### config.mk
export PLATFORM = sky130hd
export DESIGN_NAME = packbits_rle_segment_encoder
export DESIGN_NICKNAME = d
export VERILOG_FILES = /design/src/hw/rtl/pbrle_pkg.sv /design/src/hw/rtl/packbits_rle_segment_encoder.sv /design/src/hw/rtl/pbrle_lit_buf.sv /design/src/hw/rtl/pbrle_front.sv /design/src/hw/rtl/pbrle_cmd_fifo.sv /design/src/hw/rtl/pbrle_back.sv /design/src/hw/rtl/pbrle_pack.sv
export SDC_FILE = /design/constraint.sdc
export NUM_CORES = 2
export LEC_CHECK = 0
export ABC_AREA = 1
export BUFFER_PORTS_ARGS = -buffer_cell sky130_fd_sc_hd__buf_2
export CAP_MARGIN = 10
export CORE_MARGIN = 3
export CORE_UTILIZATION = 50
export DETAILED_ROUTE_END_ITERATION = 6
export HOLD_SLACK_MARGIN = 0.03
export PLACE_DENSITY = 0.69
export RECOVER_POWER = 50
export SLEW_MARGIN = 20
export SYNTH_ARGS = -nofsm -noshare
export SYNTH_HDL_FRONTEND = slang
export SYNTH_HIERARCHICAL = 1
export SYNTH_SLANG_ARGS = --single-unit
### constraint.sdc
create_clock -name clk_i -period 8.4 [get_ports clk_i]
set_input_delay 1.68 -clock clk_i [delete_from_list [all_inputs] [get_ports clk_i]]
set_output_delay 1.68 -clock clk_i [all_outputs]
set_load 0.05 [all_outputs]
### src/hw/rtl/pbrle_pkg.sv
package pbrle_pkg;

  localparam int unsigned MAX_CHUNK  = 128;
  localparam int unsigned LIT_DEPTH  = 256;
  localparam int unsigned LIT_AW     = $clog2(LIT_DEPTH);
  localparam int unsigned CMDQ_DEPTH = 4;
  localparam int unsigned CMDQ_AW    = $clog2(CMDQ_DEPTH);
  localparam int unsigned OUTQ_DEPTH = 2;
  localparam int unsigned OUTQ_AW    = $clog2(OUTQ_DEPTH);
  localparam int unsigned WORD_BYTES = 8;

  typedef logic [LIT_AW:0] lit_ptr_t;

  // one item's worth of work for the back end, in emission order
  typedef struct packed {
    logic       pre_run;
    logic [7:0] pre_len;
    logic [7:0] pre_val;
    logic [7:0] lit_len;
    logic       post_run;
    logic [7:0] post_len;
    logic [7:0] cur_val;
    logic       pad;
    logic       seg_end;
  } cmd_t;

  typedef struct packed {
    logic              en;
    logic [LIT_AW-1:0] addr;
    logic [7:0]        data;
  } lit_wr_t;

  typedef struct packed {
    logic [7:0] data;
    logic       item_end;
    logic       seg_end;
  } byte_t;

  typedef struct packed {
    logic [63:0] word;
    logic [3:0]  count;
    logic        burst_last;
    logic        segment_done;
  } res_t;

endpackage

### src/hw/rtl/packbits_rle_segment_encoder.sv
// input: one byte per cycle while the literal buffer and the 4-deep command queue have room
// output: the back end sends one encoded byte per cycle while the output queue has room,
//   and takes each command in its idle state, sending no byte while it does so
// reset: rst_ni is asynchronous, active low, clears run state, pointers and queues;
//   the 256-entry literal buffer is not cleared and needs no clearing pass
module packbits_rle_segment_encoder import pbrle_pkg::*; (
  input  logic        clk_i,
  input  logic        rst_ni,
  input  logic        push,
  output logic        full,
  input  logic [7:0]  data_byte_i,
  input  logic        segment_last_i,
  output logic        empty,
  input  logic        pop,
  output logic [63:0] out_word_o,
  output logic [3:0]  out_count_o,
  output logic        burst_last_o,
  output logic        segment_done_o
);

  lit_wr_t           lit_wr;
  lit_ptr_t          lit_head;
  logic [LIT_AW-1:0] lit_rd_addr;
  logic [7:0]        lit_rd_data;
  logic              cmd_push;
  logic              cmd_full;
  cmd_t              cmd_in;
  cmd_t              cmd_out;
  logic              cmd_empty;
  logic              cmd_pop;
  logic              byte_valid;
  byte_t             byte_w;
  logic              byte_ready;
  res_t              res;

  pbrle_front u_front (
    .clk_i          (clk_i),
    .rst_ni         (rst_ni),
    .push           (push),
    .full           (full),
    .data_byte_i    (data_byte_i),
    .segment_last_i (segment_last_i),
    .lit_head_i     (lit_head),
    .lit_wr_o       (lit_wr),
    .cmd_push_o     (cmd_push),
    .cmd_o          (cmd_in),
    .cmd_full_i     (cmd_full)
  );

  pbrle_lit_buf u_lit_buf (
    .clk_i     (clk_i),
    .wr_i      (lit_wr),
    .rd_addr_i (lit_rd_addr),
    .rd_data_o (lit_rd_data)
  );

  pbrle_cmd_fifo u_cmd_fifo (
    .clk_i  (clk_i),
    .rst_ni (rst_ni),
    .push   (cmd_push),
    .cmd_i  (cmd_in),
    .full   (cmd_full),
    .pop    (cmd_pop),
    .cmd_o  (cmd_out),
    .empty  (cmd_empty)
  );

  pbrle_back u_back (
    .clk_i         (clk_i),
    .rst_ni        (rst_ni),
    .cmd_i         (cmd_out),
    .cmd_empty_i   (cmd_empty),
    .cmd_pop_o     (cmd_pop),
    .lit_rd_addr_o (lit_rd_addr),
    .lit_rd_data_i (lit_rd_data),
    .lit_head_o    (lit_head),
    .byte_valid_o  (byte_valid),
    .byte_o        (byte_w),
    .byte_ready_i  (byte_ready)
  );

  pbrle_pack u_pack (
    .clk_i        (clk_i),
    .rst_ni       (rst_ni),
    .byte_valid_i (byte_valid),
    .byte_i       (byte_w),
    .byte_ready_o (byte_ready),
    .empty        (empty),
    .pop          (pop),
    .res_o        (res)
  );

  assign out_word_o     = res.word;
  assign out_count_o    = res.count;
  assign burst_last_o   = res.burst_last;
  assign segment_done_o = res.segment_done;

  a_cmd_no_overflow: assert property (@(posedge clk_i) disable iff (!rst_ni)
    cmd_push |-> !cmd_full)
    else $error("command pushed into a full queue");

  a_count_range: assert property (@(posedge clk_i) disable iff (!rst_ni)
    !empty |-> (out_count_o != 4'd0) && (out_count_o <= 4'(WORD_BYTES)))
    else $error("result byte count out of range");

  a_partial_is_last: assert property (@(posedge clk_i) disable iff (!rst_ni)
    !empty && (out_count_o != 4'(WORD_BYTES)) |-> burst_last_o)
    else $error("partial word that does not close its burst");

  a_done_is_last: assert property (@(posedge clk_i) disable iff (!rst_ni)
    !empty && segment_done_o |-> burst_last_o)
    else $error("segment closed inside a burst");

endmodule

### src/hw/rtl/pbrle_lit_buf.sv
module pbrle_lit_buf import pbrle_pkg::*; (
  input  logic              clk_i,
  input  lit_wr_t           wr_i,
  input  logic [LIT_AW-1:0] rd_addr_i,
  output logic [7:0]        rd_data_o
);

  logic [7:0] mem [LIT_DEPTH];
  logic [7:0] rd_q;

  always_ff @(posedge clk_i) begin
    if (wr_i.en) begin
      mem[wr_i.addr] <= wr_i.data;
    end
    rd_q <= mem[rd_addr_i];
  end

  assign rd_data_o = rd_q;

endmodule

### src/hw/rtl/pbrle_front.sv
module pbrle_front import pbrle_pkg::*; (
  input  logic       clk_i,
  input  logic       rst_ni,
  input  logic       push,
  output logic       full,
  input  logic [7:0] data_byte_i,
  input  logic       segment_last_i,
  input  lit_ptr_t   lit_head_i,
  output lit_wr_t    lit_wr_o,
  output logic       cmd_push_o,
  output cmd_t       cmd_o,
  input  logic       cmd_full_i
);

  logic       has_prev_q, has_prev_d;
  logic [7:0] prev_q, prev_d;
  logic [7:0] run_q, run_d;
  logic [7:0] fill_q, fill_d;
  logic       parity_q, parity_d;
  lit_ptr_t   tail_q, tail_d;

  lit_ptr_t    used;
  logic        room;
  logic        accept;
  logic        eq;
  logic [8:0]  run_inc;
  logic [8:0]  fill_sum;
  logic [1:0]  commit_a;
  logic        commit_l;
  logic        pre_run;
  logic [7:0]  pre_len;
  logic [7:0]  lit_a;
  logic [7:0]  run_a;
  logic [7:0]  fill_a;
  lit_ptr_t    tail_a;
  logic        wr_en;
  logic [LIT_AW-1:0] wr_addr;
  logic        post_run;
  logic [8:0]  lit_total;
  logic        parity_n;
  logic        pad;
  logic        has_bytes;

  // two speculative copies of the current byte may sit just past the tail
  assign used   = tail_q - lit_head_i;
  assign room   = used <= lit_ptr_t'(LIT_DEPTH - 3);
  assign full   = cmd_full_i || !room;
  assign accept = push && !full;

  always_comb begin
    eq       = has_prev_q && (data_byte_i == prev_q);
    run_inc  = {1'b0, run_q} + 9'd1;
    fill_sum = {1'b0, fill_q};
    commit_a = 2'd0;
    pre_run  = 1'b0;
    pre_len  = '0;
    lit_a    = '0;
    run_a    = run_q;
    fill_a   = fill_q;
    tail_a   = tail_q;
    wr_en    = 1'b0;
    wr_addr  = tail_q[LIT_AW-1:0];

    if (eq) begin
      if (run_inc == 9'd2) begin
        // second copy, kept in case the pair ends up as literals
        wr_en   = 1'b1;
        wr_addr = LIT_AW'(tail_q + 1'b1);
      end
      if (run_inc > 9'd2 && fill_q != '0) begin
        lit_a  = fill_q;
        fill_a = '0;
        run_a  = run_inc[7:0];
      end else if (run_inc > 9'(MAX_CHUNK)) begin
        pre_run = 1'b1;
        pre_len = 8'(MAX_CHUNK);
        run_a   = 8'(run_inc - 9'(MAX_CHUNK));
      end else begin
        run_a = run_inc[7:0];
      end
    end else begin
      if (run_q == 8'd1) begin
        commit_a = 2'd1;
      end else if (run_q == 8'd2) begin
        commit_a = 2'd2;
      end
      if (run_q >= 8'd3) begin
        pre_run = 1'b1;
        pre_len = run_q;
      end
      fill_sum = {1'b0, fill_q} + 9'(commit_a);
      if (fill_sum > 9'(MAX_CHUNK)) begin
        lit_a  = 8'(MAX_CHUNK);
        fill_a = 8'(fill_sum - 9'(MAX_CHUNK));
      end else begin
        fill_a = fill_sum[7:0];
      end
      tail_a  = tail_q + lit_ptr_t'(commit_a);
      wr_en   = 1'b1;
      wr_addr = tail_a[LIT_AW-1:0];
      run_a   = 8'd1;
    end

    commit_l = segment_last_i && (run_a == 8'd1);
    post_run = segment_last_i && (run_a >= 8'd2);
    if (segment_last_i) begin
      lit_total = {1'b0, lit_a} + {1'b0, fill_a} + 9'(commit_l);
    end else begin
      lit_total = {1'b0, lit_a};
    end
    // each literal chunk adds its bytes plus one header; runs add two
    parity_n  = parity_q ^ lit_total[0] ^
                ((lit_total != '0) && (lit_total <= 9'(MAX_CHUNK)));
    pad       = segment_last_i && parity_n;
    has_bytes = pre_run || (lit_total != '0) || post_run || pad;
  end

  always_comb begin
    cmd_o.pre_run  = pre_run;
    cmd_o.pre_len  = pre_len;
    cmd_o.pre_val  = prev_q;
    cmd_o.lit_len  = lit_total[7:0];
    cmd_o.post_run = post_run;
    cmd_o.post_len = run_a;
    cmd_o.cur_val  = data_byte_i;
    cmd_o.pad      = pad;
    cmd_o.seg_end  = segment_last_i;
  end

  assign cmd_push_o    = accept && has_bytes;
  assign lit_wr_o.en   = accept && wr_en;
  assign lit_wr_o.addr = wr_addr;
  assign lit_wr_o.data = eq ? prev_q : data_byte_i;

  always_comb begin
    has_prev_d = has_prev_q;
    prev_d     = prev_q;
    run_d      = run_q;
    fill_d     = fill_q;
    parity_d   = parity_q;
    tail_d     = tail_q;
    if (accept) begin
      prev_d = data_byte_i;
      if (segment_last_i) begin
        has_prev_d = 1'b0;
        run_d      = '0;
        fill_d     = '0;
        parity_d   = 1'b0;
        tail_d     = tail_a + lit_ptr_t'(commit_l);
      end else begin
        has_prev_d = 1'b1;
        run_d      = run_a;
        fill_d     = fill_a;
        parity_d   = parity_n;
        tail_d     = tail_a;
      end
    end
  end

  always_ff @(posedge clk_i or negedge rst_ni) begin
    if (!rst_ni) begin
      has_prev_q <= 1'b0;
      prev_q     <= '0;
      run_q      <= '0;
      fill_q     <= '0;
      parity_q   <= 1'b0;
      tail_q     <= '0;
    end else begin
      has_prev_q <= has_prev_d;
      prev_q     <= prev_d;
      run_q      <= run_d;
      fill_q     <= fill_d;
      parity_q   <= parity_d;
      tail_q     <= tail_d;
    end
  end

endmodule

### src/hw/rtl/pbrle_cmd_fifo.sv
module pbrle_cmd_fifo import pbrle_pkg::*; (
  input  logic clk_i,
  input  logic rst_ni,
  input  logic push,
  input  cmd_t cmd_i,
  output logic full,
  input  logic pop,
  output cmd_t cmd_o,
  output logic empty
);

  cmd_t entry_q [CMDQ_DEPTH];
  logic [CMDQ_AW:0] wr_q, wr_d;
  logic [CMDQ_AW:0] rd_q, rd_d;
  logic [CMDQ_AW:0] level;

  assign level = wr_q - rd_q;
  assign full  = level == (CMDQ_AW+1)'(CMDQ_DEPTH);
  assign empty = level == '0;
  assign cmd_o = entry_q[rd_q[CMDQ_AW-1:0]];

  assign wr_d = (push && !full) ? wr_q + 1'b1 : wr_q;
  assign rd_d = (pop && !empty) ? rd_q + 1'b1 : rd_q;

  always_ff @(posedge clk_i) begin
    if (push && !full) begin
      entry_q[wr_q[CMDQ_AW-1:0]] <= cmd_i;
    end
  end

  always_ff @(posedge clk_i or negedge rst_ni) begin
    if (!rst_ni) begin
      wr_q <= '0;
      rd_q <= '0;
    end else begin
      wr_q <= wr_d;
      rd_q <= rd_d;
    end
  end

endmodule

### src/hw/rtl/pbrle_back.sv
module pbrle_back import pbrle_pkg::*; (
  input  logic              clk_i,
  input  logic              rst_ni,
  input  cmd_t              cmd_i,
  input  logic              cmd_empty_i,
  output logic              cmd_pop_o,
  output logic [LIT_AW-1:0] lit_rd_addr_o,
  input  logic [7:0]        lit_rd_data_i,
  output lit_ptr_t          lit_head_o,
  output logic              byte_valid_o,
  output byte_t             byte_o,
  input  logic              byte_ready_i
);

  typedef enum logic [7:0] {
    ST_IDLE     = 8'b0000_0001,
    ST_PRE_HDR  = 8'b0000_0010,
    ST_PRE_VAL  = 8'b0000_0100,
    ST_LIT_HDR  = 8'b0000_1000,
    ST_LIT_DATA = 8'b0001_0000,
    ST_POST_HDR = 8'b0010_0000,
    ST_POST_VAL = 8'b0100_0000,
    ST_PAD      = 8'b1000_0000
  } seq_state_e;

  localparam logic [7:0] PAD_BYTE = 8'h00;

  seq_state_e state_q, state_d, nxt;
  cmd_t       cmd_q, cmd_d;
  logic [7:0] lit_rem_q, lit_rem_d;
  logic [7:0] chunk_rem_q, chunk_rem_d;
  lit_ptr_t   head_q, head_d;
  logic [7:0] chunk;
  logic [7:0] data;
  logic       advance;

  function automatic logic [7:0] run_header(input logic [7:0] len);
    run_header = 8'(9'd257 - {1'b0, len});
  endfunction

  function automatic seq_state_e phase_from(input logic pre, input logic lits,
                                            input logic post, input logic pad);
    seq_state_e s;
    if (pre) begin
      s = ST_PRE_HDR;
    end else if (lits) begin
      s = ST_LIT_HDR;
    end else if (post) begin
      s = ST_POST_HDR;
    end else if (pad) begin
      s = ST_PAD;
    end else begin
      s = ST_IDLE;
    end
    phase_from = s;
  endfunction

  assign chunk   = (lit_rem_q > 8'(MAX_CHUNK)) ? 8'(MAX_CHUNK) : lit_rem_q;
  assign advance = byte_valid_o && byte_ready_i;

  always_comb begin
    state_d     = state_q;
    cmd_d       = cmd_q;
    lit_rem_d   = lit_rem_q;
    chunk_rem_d = chunk_rem_q;
    head_d      = head_q;
    cmd_pop_o   = 1'b0;
    byte_valid_o = 1'b1;
    data        = PAD_BYTE;
    nxt         = ST_IDLE;
    unique case (state_q)
      ST_IDLE: begin
        byte_valid_o = 1'b0;
        if (!cmd_empty_i) begin
          cmd_pop_o = 1'b1;
          cmd_d     = cmd_i;
          lit_rem_d = cmd_i.lit_len;
          state_d   = phase_from(cmd_i.pre_run, cmd_i.lit_len != '0,
                                 cmd_i.post_run, cmd_i.pad);
        end
      end
      ST_PRE_HDR: begin
        data = run_header(cmd_q.pre_len);
        nxt  = ST_PRE_VAL;
      end
      ST_PRE_VAL: begin
        data = cmd_q.pre_val;
        nxt  = phase_from(1'b0, lit_rem_q != '0, cmd_q.post_run, cmd_q.pad);
      end
      ST_LIT_HDR: begin
        data = chunk - 8'd1;
        nxt  = ST_LIT_DATA;
        if (advance) begin
          lit_rem_d   = lit_rem_q - chunk;
          chunk_rem_d = chunk;
        end
      end
      ST_LIT_DATA: begin
        data = lit_rd_data_i;
        if (chunk_rem_q == 8'd1) begin
          nxt = phase_from(1'b0, lit_rem_q != '0, cmd_q.post_run, cmd_q.pad);
        end else begin
          nxt = ST_LIT_DATA;
        end
        if (advance) begin
          chunk_rem_d = chunk_rem_q - 8'd1;
          head_d      = head_q + 1'b1;
        end
      end
      ST_POST_HDR: begin
        data = run_header(cmd_q.post_len);
        nxt  = ST_POST_VAL;
      end
      ST_POST_VAL: begin
        data = cmd_q.cur_val;
        nxt  = phase_from(1'b0, 1'b0, 1'b0, cmd_q.pad);
      end
      ST_PAD: begin
        data = PAD_BYTE;
        nxt  = ST_IDLE;
      end
      default: begin
        byte_valid_o = 1'b0;
        state_d      = ST_IDLE;
      end
    endcase
    if (advance) begin
      state_d = nxt;
    end
  end

  assign byte_o.data     = data;
  assign byte_o.item_end = nxt == ST_IDLE;
  assign byte_o.seg_end  = (nxt == ST_IDLE) && cmd_q.seg_end;

  // read one ahead so the data byte is ready in the cycle it is sent
  assign lit_rd_addr_o = head_d[LIT_AW-1:0];
  assign lit_head_o    = head_q;

  always_ff @(posedge clk_i) begin
    cmd_q       <= cmd_d;
    chunk_rem_q <= chunk_rem_d;
  end

  always_ff @(posedge clk_i or negedge rst_ni) begin
    if (!rst_ni) begin
      state_q   <= ST_IDLE;
      lit_rem_q <= '0;
      head_q    <= '0;
    end else begin
      state_q   <= state_d;
      lit_rem_q <= lit_rem_d;
      head_q    <= head_d;
    end
  end

endmodule

### src/hw/rtl/pbrle_pack.sv
module pbrle_pack import pbrle_pkg::*; (
  input  logic  clk_i,
  input  logic  rst_ni,
  input  logic  byte_valid_i,
  input  byte_t byte_i,
  output logic  byte_ready_o,
  output logic  empty,
  input  logic  pop,
  output res_t  res_o
);

  localparam int unsigned CW = $clog2(WORD_BYTES);

  res_t              entry_q [OUTQ_DEPTH];
  logic [OUTQ_AW:0]  wr_q, wr_d;
  logic [OUTQ_AW:0]  rd_q, rd_d;
  logic [OUTQ_AW:0]  level;
  logic              out_full;
  logic [63:0]       acc_q;
  logic [CW-1:0]     cnt_q, cnt_d;
  logic [63:0]       base;
  logic [63:0]       merged;
  logic [CW:0]       new_cnt;
  logic              take;
  logic              complete;
  logic              q_push;
  res_t              q_word;

  assign level        = wr_q - rd_q;
  assign out_full     = level == (OUTQ_AW+1)'(OUTQ_DEPTH);
  assign empty        = level == '0;
  assign res_o        = entry_q[rd_q[OUTQ_AW-1:0]];
  assign byte_ready_o = !out_full;
  assign take         = byte_valid_i && byte_ready_o;

  // a fresh word starts from zero so unused high bytes read as zero
  assign base    = (cnt_q == '0) ? '0 : acc_q;
  assign new_cnt = {1'b0, cnt_q} + 1'b1;

  always_comb begin
    for (int i = 0; i < WORD_BYTES; i++) begin
      merged[8*i +: 8] = (cnt_q == CW'(i)) ? byte_i.data : base[8*i +: 8];
    end
  end

  assign complete = byte_i.item_end || (new_cnt == (CW+1)'(WORD_BYTES));
  assign q_push   = take && complete;
  assign cnt_d    = take ? (complete ? '0 : new_cnt[CW-1:0]) : cnt_q;

  always_comb begin
    q_word.word         = merged;
    q_word.count        = 4'(new_cnt);
    q_word.burst_last   = byte_i.item_end;
    q_word.segment_done = byte_i.seg_end;
  end

  assign wr_d = q_push ? wr_q + 1'b1 : wr_q;
  assign rd_d = (pop && !empty) ? rd_q + 1'b1 : rd_q;

  always_ff @(posedge clk_i) begin
    if (take) begin
      acc_q <= merged;
    end
    if (q_push) begin
      entry_q[wr_q[OUTQ_AW-1:0]] <= q_word;
    end
  end

  always_ff @(posedge clk_i or negedge rst_ni) begin
    if (!rst_ni) begin
      wr_q  <= '0;
      rd_q  <= '0;
      cnt_q <= '0;
    end else begin
      wr_q  <= wr_d;
      rd_q  <= rd_d;
      cnt_q <= cnt_d;
    end
  end

endmodule

### Yosys cells after proc, flatten, opt, wreduce, memory -nomap -nowiden

Memory sizes are Yosys's and may differ from the RTL's. A register that Yosys moved wholly into a read port is not among the register bits.
Cells that the tools add are included.
Widths: inputs -> output; s select.

| operators by class | value |
|---|---|
| add/subtract/negate cells | 23 |
| bitwise gates (word level) | 3 |
| mux-type cells | 73 |
| equality and inequality tests | 30 |
| order comparisons | 8 |
| reduce and logical (&&, ||, !) cells | 41 |

Operators by type and width:

| kind | number |
|---|---|
| $mux 8 | 43 |
| $pmux 8 s6 | 2 |
| $mux 64 | 1 |
| $pmux 8 s2 | 3 |
| $eq 8x1->1 const B | 5 |
| $mux 9 | 3 |
| $reduce_bool 8->1 | 3 |
| $add 9x1->9 | 2 |
| $gt 9x8->1 const B | 2 |
| $le 9x8->1 const B | 2 |
| $mux 1 | 17 |
| $eq 8x2->1 const B | 2 |
| $ge 8x2->1 const B | 2 |
| $sub 1x8->8 const A | 2 |
| $sub 8x1->8 const B | 2 |
| $sub 8x8->8 const B | 2 |
| $eq 3x3->1 const B | 5 |
| $logic_and 1x1->1 | 15 |
| $add 8x1->9 const B | 1 |
| $add 8x2->9 | 1 |
| $add 8x8->9 | 1 |
| $add 9x1->9 const B | 1 |
| $add 9x2->9 | 1 |
| $eq 9x2->1 const B | 1 |
| other kinds (37) | 59 |

| storage, ports and cells | value |
|---|---|
| output and inout bits | 72 |
| register bits | 180 |
| RAM bits | 2364 |
| word-level logic and storage cells | 205 |
| memories kept | 3 |

Memory list:

| memory | words | bits a word | read ports | clocked after memory_dff | wr ports | line | text |
|---|---|---|---|---|---|---|---|
| u_lit_buf.mem | 256 | 8 | 1 | 1 | 1 | pbrle_lit_buf.sv:8 | `logic [7:0] mem [LIT_DEPTH];` |
| u_cmd_fifo.entry_q | 4 | 44 | 1 | 0 | 1 | pbrle_cmd_fifo.sv:12 | `cmd_t entry_q [CMDQ_DEPTH];` |
| u_pack.entry_q | 2 | 70 | 1 | 0 | 1 | pbrle_pack.sv:14 | `res_t entry_q [OUTQ_DEPTH];` |

### Longest topological paths before layout

| depth | value |
|---|---|
| depth after elaboration | 20 |
| mapped depth | 42 |
| gate-level depth less buffers | 41 |

### Cells and area by module

Netlist, hierarchy kept.

By module, submodules not included:

| module | area each (sq um) | instances | cells each | seq. area each (sq um) |
|---|---|---|---|---|
| pbrle_lit_buf | 83396.2 | 1 | 7003 | 61659.1 |
| pbrle_pack | 8308.0 | 1 | 654 | 6301.0 |
| pbrle_cmd_fifo | 7005.5 | 1 | 495 | 5435.2 |
| pbrle_front | 3947.5 | 1 | 605 | 875.8 |
| pbrle_back | 3926.3 | 1 | 467 | 1918.1 |

### Worst setup path after synthesis

OpenSTA, ideal clock, no wires.

| timing path | value |
|---|---|
| path type | input-to-reg |
| from | input data_byte_i[7] |
| to | memory u_cmd_fifo/entry_q[0][0] (netlist bit), enable pin |
| arrival | 6.965 ns |
| library setup time | 0.445 ns |
| slack | 0.989 ns |
| data required time | 7.955 ns |
| stages on the path | 28 |
| path through | a21oi_1 > nand3_2 > nor2_4 > nand2_4 > buf_6 > buf_6 > clkbuf_1 > nor2_1 > nand2_1 > fa_1 > inv_1 > ha_1 > nand2_1 > inv_1 > nand3_2 > nand2_2 > nand2_1 > nand3_1 > nand2_1 > nor2_1 > nand2_1 > nor2_2 > nand2_2 > nand3_2 > nand3_2 > a21oi_1 > nand2_4 > nor2_1 |

RTL lines:

| item | line | text |
|---|---|---|
| start: declaration | packbits_rle_segment_encoder.sv:11 | `input logic [7:0] data_byte_i,` |
| end: declaration | pbrle_cmd_fifo.sv:12 |  |

### Worst setup path in the final report

| timing path | value |
|---|---|
| from | register u_back.state_q[1] |
| to | register u_lit_buf.rd_q[4] (netlist: u_lit_buf/rd_data_o[4]) (read register of u_lit_buf.mem) |

| on the way | value |
|---|---|
| word-level cells in the longest chain between the ends | 6 |
| elaborated cells on any way between the ends | 12 |
| those cells by class | 7 x eq/ne; 3 x mux; 2 x reduce/logical |

RTL lines:

| item | line | text |
|---|---|---|
| start: declaration | pbrle_back.sv:28 | `seq_state_e state_q, state_d, nxt;` |
| start signal: assignment | pbrle_back.sv:151 | `state_q <= state_d;` |
| $eq 8x8->1 (tied with other cells) | pbrle_back.sv:71 | `unique case (state_q)` |
| $reduce_or 7->1 (no line) | n/a |  |
| $mux 1 | pbrle_back.sv:71 |  |
| $logic_and 1x1->1 | pbrle_back.sv:59 | `assign advance = byte_valid_o && byte_ready_i;` |
| $mux 8 | pbrle_back.sv:105 | `if (advance) begin` |
| $mux 8 * | pbrle_back.sv:71 |  |
| named net lit_rd_addr[4] | packbits_rle_segment_encoder.sv:23 | `logic [LIT_AW-1:0] lit_rd_addr;` |
| end: declaration | pbrle_lit_buf.sv:9 | `logic [7:0] rd_q;` |

Mark *: on every way through the listed nets, which the timed path passes. The rest lies on a longest branch.
A chain may end at the register's enable or synchronous reset.

==> key figures <==
Outcome
  – Status: complete, but fails checks
  – Failing checks: design-rule violations, max-capacitance violations, max-slew violations

Yosys
  – Register bit total from synthesis: 2552
  – Post-Synth Simple-Gate Area: 22.2%
  – XOR/XNOR share of the synthesized area: less than 1%
  – Main combinational cell family by area after synthesis: simple AND/OR/NAND/NOR gates
  – Syn_area_per_cell: 11.6 um^2
  – Synth Area in Compound Gates: about 1.8%
  – Asr flop ratio synth: around 2.9%
  – Mapped Area: 0.107 mm^2
  – Post-synth EDFFs: ~2500
  – Multiplexer share of the synthesized area: 0%
  – Count of cell types in the netlist: 56
  – Syn Nets: 9282
  – Synth area leaders: edfxtp_1 70%, nand3_1 10%, nand2_1 9.3%
  – Synth Flop Type: edfxtp_1
  – Register area share after synthesis: a little under three quarters
  – Area share of the largest cell type after synthesis: 69.6%
  – Cell count after synthesis: 9224
  – Synth warnings: 6
  – Post-Synth Adder-Cell Area: less than 1%
  – Synth area leader: edfxtp_1

CTS
  – Worst skew pair latency: 0.95 ns
  – CTS resizes: 0
  – Longest Clk Path Bufs: 4
  – Cts bufs inserted: roughly 270
  – Clock Sinks: roughly 2600
  – H-tree depth: 5
  – CTS root buf: clkbuf_16
  – Hold buffers post-CTS: 0
  – Clk pin slew, worst setup/hold paths: around 0.060 ns
  – Post-CTS Setup Repair Bufs: 0
  – CTS tree: built

Global route
  – Grt ovf: 0
  – First-pass GRT wire length: about 420000 um
  – Pin count of the biggest net entering global routing: 254
  – Number of global-route vias before repair: roughly 68000
  – GRT Util Overall: 25.3%
  – Initial antenna violation count: 10

Placement
  – I/O Buffers: 84
  – Placer congestion estimate: 0.895
  – DP HPWL: 164000 um
  – Placed Instance Area: around 0.11 mm^2

Detailed routing
  – Via count of the routed design: 70900
  – Iter 0 DRT Violations: 8892
  – Top Metal Used: met5
  – Metal3 WL: about 26000 um
  – Pre-Repair DR Iteration Count: 7
  – Post-DRT Antenna Nets: 0
  – Met2 routed WL: 132000 um
  – Post-route DRC: 6
  – DR vias/cell: 5.86
  – Met1 WL: 109000 um
  – Avg WL per Cell: 23.2 um
  – Routed WL: 281000 um

Pwr
  – Logic pwr share: 26.4%
  – Clock network power share: 31.6%
  – Switching Share: 33.9%
  – Maximum VDD drop: 0.368 mV
  – PD cells: 311 mW/mm^2
  – Leakage: ~41 nW
  – Flop pwr share: 42.0%
  – Switching pwr: 12.3 mW
  – Int Power: 24.0 mW

Critical path
  – CP peak stage delay: 2.86 ns
  – CP Max Fanout: 65
  – Crit path required time: 9.27 ns
  – Most used cell, CP: nand2_1
  – CP arrival: ~8.4 ns
  – CP delay by family, top: simple AND/OR/NAND/NOR gates
  – CP Launch Type: flop
  – Critical path's slowest cell: clkbuf_1
  – Buf+Inv Stages, Crit Path: 1
  – Crit Path Class: flop to flop
  – Critical path endpoint category: flop
  – Worst path cell trace: nor2_2 -> nand2_1 -> nor2_1 -> nand2_1 -> nor2_1 -> xor2_4 -> clkbuf_1 -> nand3_1 -> nand3_1 -> nand3_1 -> nand2_1 -> nand2_1 -> nand2_1

Timing
  – Setup violations, final: 0
  – Final setup skew: 0.107 ns
  – Slew margin rel.: -182%
  – Final-report max-slew violation count: 2244
  – Max frequency: 134 MHz
  – Final min period: approximately 7.5 ns
  – Final Hold Fails: 0
  – TNS Setup: 0 ns
  – Slew @ Worst Pin: about 4.2 ns
  – Period utilization: between 80% and 90%
  – RSZ-0062 raised after global routing: false

Floorplanning
  – Core ar.: roughly 0.21 mm^2
  – Die area: 0.219 mm^2
  – Chip height: around 470 um
  – # rows: 168
  – Top Ports: 85
  – Initial core utilization: 50.6%
  – Die X: 468 um

Finish
  – Share of layout cells above drive strength 1: 6.84%
  – Final #Nets: between 9000 and 10000
  – Post-route core utilization: 55.4%
  – Post-route cell area: between 0.1 and 0.15 mm^2
  – Area grow syn2layout: 9.60%

Min path
  – Hold Path Class: flop to flop

Run
  – Number of max-cap violations: 36
==> worst paths after layout <==
check / from / to / slack [ns] / depth (start not counted)
worst max-delay path: u_back/state_q[1]$_DFFE_PN0P_ / u_lit_buf/rd_data_o[4]$_DFF_P_ / 0.93 / 13
worst min-delay path: u_front/tail_q[8]$_DFFE_PN0P_ / u_front/tail_q[8]$_DFFE_PN0P_ / 0.51 / 1
worst max register to register: u_back/state_q[1]$_DFFE_PN0P_ / u_lit_buf/rd_data_o[4]$_DFF_P_ / 0.93 / 13
worst min register to register: u_front/tail_q[8]$_DFFE_PN0P_ / u_front/tail_q[8]$_DFFE_PN0P_ / 0.51 / 1
max in group asynchronous: rst_ni / u_cmd_fifo/rd_q[0]$_DFFE_PN0P_ / 2.81 / 2
min in group asynchronous: rst_ni / u_pack/rd_q[0]$_DFFE_PN0P_ / 1.18 / 1
==> metal layers <==
metal,vias up,track usage (%)
li1,32200,-
met1,34400,33.6
met2,3599,40.5
met3,631,4.93
met4,2,11.5
met5,-,0
==> cells by family after synthesis <==
group,Yosys count
AO/OA/AOI/OAI,340
buffers and inverters,818
XOR/XNOR,37
adder cells (fa/ha/maj),45
flip-flops,2552
other,1
AND/OR/NAND/NOR,5431
==> power groups by stage <==
| stage | combinational (mW) | clock [mW] | sequential, mW |
|---|---|---|---|
| floorplan | 6.95 | 0 | 15.4 |
| global placement | 9.35 | 0 | 15.4 |
| detailed placement | 9.48 | 0 | 15.5 |
| CTS | 9.53 | 11.7 | 15.2 |
| global route | 10.5 | 12.2 | 15.3 |
| finish | 9.61 | 11.5 | 15.2 |
==> layout by cell type, fill, tap and decap left out, drive strengths merged, types with 19 or more instances in the layout <==
cell / synthesis / final
o22ai: 56 / 56
nand2: 2688 / 2688
a21oi: 27 / 27
bufinv: 0 / 19
buf: 443 / 142
edfxtp: 2471 / 2471
clkinv: 5 / 99
nand4: 26 / 26
nand3: 2181 / 2181
nor3: 22 / 22
nor2: 498 / 498
dfrtp: 72 / 72
xor2: 23 / 23
ha: 41 / 41
inv: 224 / 227
clkbuf: 146 / 380
o21ai: 222 / 222
==> state kept, by name (all words and copies together), names as in the netlist, 9 cells and up <==
name	flops
u_back/lit_head_o	9
u_cmd_fifo/entry_q	176
u_front/tail_q	9
u_pack/acc_q	64
u_pack/entry_q	140
u_back/cmd_q	35
u_lit_buf/mem	2048
==> layout make-up <==
| type | count | area [um^2] |
|---|---|---|
| fillers | 17200 | 94000 |
| flip-flops and latches | 2552 | 76200 |
| multi-input cells | 5854 | 26500 |
| clock buffers | 338 | 7330 |
| well taps | 2805 | 3510 |
| repair buffers | 184 | 1270 |
| clock inverters | 127 | 1130 |
| inverters | 229 | 898 |
| diodes | 5 | 12.5 |
==> cell usage after synthesis (2+ instances only) <==
library cell,instances
a211oi_1,2
a21oi_1,26
a31oi_1,5
and2_1,2
buf_1,44
buf_2,300
buf_4,68
buf_6,30
clkbuf_1,142
clkbuf_2,4
clkinv_1,4
dfrtp_1,72
dfxtp_1,8
edfxtp_1,2471
fa_1,4
ha_1,41
inv_1,207
inv_2,14
inv_4,3
nand2_1,2639
nand2_2,39
nand2_4,10
nand3_1,2170
nand3_2,10
nand3b_1,5
nand4_1,24
nand4_2,2
nor2_1,475
nor2_2,11
nor2_4,12
nor3_1,21
nor4_1,4
o2111ai_1,2
o211ai_1,7
o21ai_0,186
o21ai_1,34
o21ai_2,2
o22ai_1,56
o31ai_1,6
o32ai_1,9
or2_2,3
xnor2_1,14
xor2_1,23
==> metrics by stage <==
stage / hold WS (ns) / setup WS [ns] / power (mW) / cells
final: 0.507 / 0.926 / 36.3 / 12100
after floorplan: 0.463 / 0.989 / 22.4 / 9224
after detailed placement: 0.494 / 1.10 / 25.0 / 11600
after global placement: 0.479 / 1.01 / 24.8 / 11600
after global routing: 0.526 / 0.809 / 38.0 / 12100
after CTS: 0.502 / 2.07 / 36.4 / 12100
(Power assumes the default switching activity.)
